$ cat src/sv/msb_ram.sv
// ----------------------------------------------------------------------------
// Merge sort buffer RAM
// Generic RAM with one write port and two registered read ports.
// ----------------------------------------------------------------------------
module msb_ram #(
   parameter int WIDTH = 32,
   parameter int DEPTH = 64
) (
   input  logic                     clock,
   input  logic                     we,
   input  logic [$clog2(DEPTH)-1:0] waddr,
   input  logic [WIDTH-1:0]         wdata,
   input  logic [$clog2(DEPTH)-1:0] raddr_a,
   input  logic [$clog2(DEPTH)-1:0] raddr_b,
   output logic [WIDTH-1:0]         rdata_a,
   output logic [WIDTH-1:0]         rdata_b
);

   logic [WIDTH-1:0] mem_ff [DEPTH];

   always_ff @(posedge clock) begin
      if (we) begin
         mem_ff[waddr] <= wdata;
      end
      rdata_a <= mem_ff[raddr_a];
      rdata_b <= mem_ff[raddr_b];
   end

endmodule

$ cat config.mk
export PLATFORM = sky130hd
export DESIGN_NAME = msb_ram
export DESIGN_NICKNAME = d
export VERILOG_FILES = /design/src/sv/msb_ram.sv
export SDC_FILE = /design/constraint.sdc
export NUM_CORES = 2
export LEC_CHECK = 0
export ABC_AREA = 1
export BUFFER_PORTS_ARGS = -buffer_cell sky130_fd_sc_hd__buf_2
export CAP_MARGIN = 15
export CORE_MARGIN = 2
export CORE_UTILIZATION = 31
export DETAILED_ROUTE_END_ITERATION = 16
export PLACE_DENSITY = 0.41
export SYNTH_ARGS = -nofsm -noshare
export SYNTH_HDL_FRONTEND = slang
export SYNTH_SLANG_ARGS = --single-unit
$ cat constraint.sdc
create_clock -name clock -period 14.65 [get_ports clock]
set_input_delay 1.465 -clock clock [delete_from_list [all_inputs] [get_ports clock]]
set_output_delay 1.465 -clock clock [all_outputs]
set_load 0.03 [all_outputs]
**Word level (Yosys, flattened, before mapping)**

Memory sizes are Yosys's and may differ from the RTL's. A register that Yosys moved wholly into a read port is not among the register bits.
Cells that the tools add are included.
W data, S select, Z words.

- Multiplexer cells: 2

Operator list:

| cell | number |
|---|---|
| $mux W1 | 2 |

- Word-level logic and storage cells: 3
- Output and inout bits: 64
- Register bits: 0
- Memories kept: 1
- Bits of input ports: 52
- RAM bits: 2048

Memories:

| memory | depth | width | read ports | clocked after memory_dff | wr ports | RTL line | source |
|---|---|---|---|---|---|---|---|
| mem_ff | 64 | 32 | 2 | 2 | 1 | 19 | `logic [WIDTH-1:0] mem_ff [DEPTH];` |

**Logic depth before layout (Yosys ltp)**

- Word-level depth: 2
- Mapped depth: 13
- Depth with buffers taken out: 9

**Worst setup path before layout**

OpenSTA, ideal clock, no wires.

- Kind: in2reg
- Start point: in we
- End point: mem mem_ff[48][0] (enable)
- Library setup time: 502 ps
- Stages: 3
- Data arrival time: 5093 ps
- Setup slack: 9055 ps
- Path buffers: 1
- Required time: 14148 ps
- Cells stage by stage: clkbuf_1 > nand4_1 > nor4_1

- Longest elaborated chain between the ends: 2

RTL lines:

| element | RTL line | source |
|---|---|---|
| from (decl) | 10 | `input logic we,` |
| $mux W1 | 22 | `if (we) begin` |
| $mux W1 (implied by the code) | 23 | `mem_ff[waddr] <= wdata;` |
| to (decl) | 19 |  |

No other way between the ends.

==> impl_metrics.env <==
export IMPL_clkSinkCount=2112
export IMPL_grt_busiest_layer="met2"
export IMPL_hpwl_mm=261
export IMPL_reg2reg_to="rdata_a[16]"
export IMPL_avgSynthCellArea_um2=9.09
export IMPL_grt_use_total=0.281
export IMPL_finalSetupTns_ns=0
export IMPL_synth_cell_types=16
export IMPL_ant_nets=0
export IMPL_rrSetupSlack_ns=12.40
export IMPL_worstSetupStartpoint="raddr_b[0]"
export IMPL_cp_arrival_ns=6.29
export IMPL_switching_power_mw=3.97
export IMPL_r2r_start="mem_ff[46][16]"
export IMPL_clockBufferDepth=4
export IMPL_rsz0062_at_grt="false"
export IMPL_cp_end_kind="register"
export IMPL_grt_pass1_vias=85900
export IMPL_combPwrFrac=0.102
export IMPL_drt_wl_total_mm=491
export IMPL_crit_path_end="rdata_b[9]"
export IMPL_antenna_found_initial=59
export IMPL_synth_top_area_share=0.593
export IMPL_insertion_delay_ns=0.93
export IMPL_postCtsHoldBufs=0
export IMPL_avgRoutedWirePerCell_um=31.1
export IMPL_ys_seq_elements=2112
export IMPL_p_total_mw=14.7
export IMPL_post_cts_setup_buffer_count=0
export IMPL_first_pass_iters=9
export IMPL_powerDensity_nw_per_um2=126
export IMPL_final_min_clock_period_ns=5.46
export IMPL_io_buffers=115
export IMPL_hold_class="reg2reg"
export IMPL_cts_tree="yes"
export IMPL_htree_levels=5
export IMPL_slew_violations=0
export IMPL_fin_util=0.349
export IMPL_cp_top_family="buffers and inverters"
export IMPL_finClkSkew_ns=0.0541
export IMPL_total_leakage_power_nw=43.1
export IMPL_drive_gt1_frac=0.0684
export IMPL_tightest_slew_ns=1.28
export IMPL_switching_share=0.270
export IMPL_ys_seq_area_frac=0.606
export IMPL_cts_made_buffers=265
export IMPL_crit_chain="buf_8 > inv_16 > buf_4 > buf_4 > buf_4 > nand2_1 > nand3_1 > nand3_1 > nand3_1 > nand3_1 > nand2_1 > nand2_1 > nand2_1"
export IMPL_grt_pass1_wl_mm=680
export IMPL_area_delta_synth_final_pct=12.3
export IMPL_ir_drop_v=0.0000883
export IMPL_grt_use_met1=0.372
export IMPL_vias_per_cell=5.68
export IMPL_hold_start="mem_ff[40][10]"
export IMPL_path_buf_inv=5
export IMPL_synthFlopType="edfxtp_1"
export IMPL_ios=116
export IMPL_fin_nets=11200
export IMPL_synth_area_um2=104000
export IMPL_fillCellCount=33300
export IMPL_route_vias_total=89800
export IMPL_start_kind="primary input"
export IMPL_synth_warnings=0
export IMPL_core_region_area_um2=333000
export IMPL_ctsResizeCount=0
export IMPL_maxCapViolCount=0
export IMPL_syn_inst=11400
export IMPL_synthArstFlopShare=0
export IMPL_rows=212
export IMPL_grt_max_degree=189
export IMPL_internal_power_mw=10.7
export IMPL_cp_slowest_cell="buf_4"
export IMPL_worstPathRequired_ns=15.48
export IMPL_synth_common_cells="4498 x nand2_1, 3806 x nand3_1, 2048 x edfxtp_1, 511 x buf_2, 171 x clkbuf_1"
export IMPL_grtUsageMet2=0.445
export IMPL_outcome="finished clean"
export IMPL_p_clk_frac=0.438
export IMPL_finalHoldViolCount=0
export IMPL_power_frac_seq=0.460
export IMPL_drc=0
export IMPL_synth_most_common_cell="nand2_1"
export IMPL_final_setup_viol_count=0
export IMPL_crit_cells=13
export IMPL_reg2reg_depth=8
export IMPL_critical_path_class="in2reg"
export IMPL_met3_usage=0.0472
export IMPL_die_area_um2=339000
export IMPL_cts_root_buf="clkbuf_16"
export IMPL_initial_core_util=0.311
export IMPL_chipHeight_um=582
export IMPL_drt_iter0_markers=10700
export IMPL_synth_edff_count=2048
export IMPL_gp_congestion=0.827
export IMPL_period_share=0.373
export IMPL_grt_ovfl_total=0
export IMPL_critPathMaxStageDelay_ns=0.93
export IMPL_yosysTopAreaCell="edfxtp_1"
export IMPL_relSlewSlack=0.148
export IMPL_critPathMaxFanout=149
export IMPL_synthTopCellsByArea="edfxtp_1 59%, nand3_1 18%, nand2_1 16%"
export IMPL_clkTransAtPathRegs_ns=0.06
export IMPL_die_x_um=582
export IMPL_synth_fp_nets=11500
export IMPL_fmax_mhz=183
[kinds of logic (layout without fill, tap and decap cells)]
group                  after synthesis  after routing  synth area share
AND/OR/NAND/NOR                   8377           8377             0.350
other                                0            104                 0
buffers and inverters              912            838            0.0446
flip-flops                        2112           2112             0.606
[state kept, by name, summed over array words and instances (netlist names)]
name	cells
mem_ff	2048
rdata_a	32
rdata_b	32
[how the worst min path moves through the flow]
stage | end | slack (ns) | cells after the start
2_1_floorplan | rdata_a[0] | 0.75 | 8
3_5_place_dp | rdata_b[6] | 0.82 | 8
4_1_cts | rdata_b[10] | 0.83 | 8
5_1_grt | mem_ff[42][24] | 0.89 | 1
6_report | rdata_b[10] | 0.83 | 8
3_3_place_gp | rdata_b[8] | 0.84 | 8
[layout by cell type, fill, tap and decap left out, types with 24 or more instances in the layout]
master / instances
buf_12: 24
nand2_1: 4498
nor2_4: 56
clkinv_1: 47
clkbuf_16: 272
nand3_1: 3806
buf_4: 210
clkbuf_1: 74
dfxtp_1: 64
diode_2: 104
clkinv_2: 29
edfxtp_1: 2048
buf_2: 103
[power groups by stage]
stage               clock network, mW  registers, mW  logic, mW
floorplan                           0           6.88      0.801
global placement                    0           6.89       1.48
detailed placement                  0           6.89       1.48
CTS                              6.52           6.76       1.48
global route                     6.75           6.76       1.60
finish                           6.43           6.76       1.51
[through the flow]
step	cells	hold WS [ns]	worst slack, ns	area [um^2]
CTS	15700	0.829	9.35	116000
finish	15800	0.827	9.19	116000
detailed placement	15200	0.823	8.41	108000
floorplan	11400	0.747	9.06	104000
global placement	15200	0.837	8.46	108000
global route	15800	0.887	9.01	116000
[tightest hold or removal path, stage by stage, from the launching register on]
cell	delay (ns)
edfxtp_1	0.34
nand2_1	0.06
nand3_1	0.06
nand3_1	0.07
nand3_1	0.07
nand2_1	0.06
nand2_1	0.06
nand3_1	0.06
nand2_1	0.06
[area by class of cell]
class	instances	area (um^2)	area share
clock buffers	365	7350	0.0631
diodes	104	260	0.00224
flip-flops and latches	2112	62800	0.539
multi-input cells	8377	36700	0.315
clock inverters	107	916	0.00787
repair buffers	348	2740	0.0236
inverters	18	155	0.00133
well taps	4387	5490	0.0472
[routing by layer]
metal | share of wire | vias to the layer above
li1 | - | 39100
met1 | 0.41 | 44600
met2 | 0.45 | 5083
met3 | 0.081 | 1055
met4 | 0.052 | 10
met5 | 0.00014 | -
No activity file was read; power rests on OpenSTA's default activity.
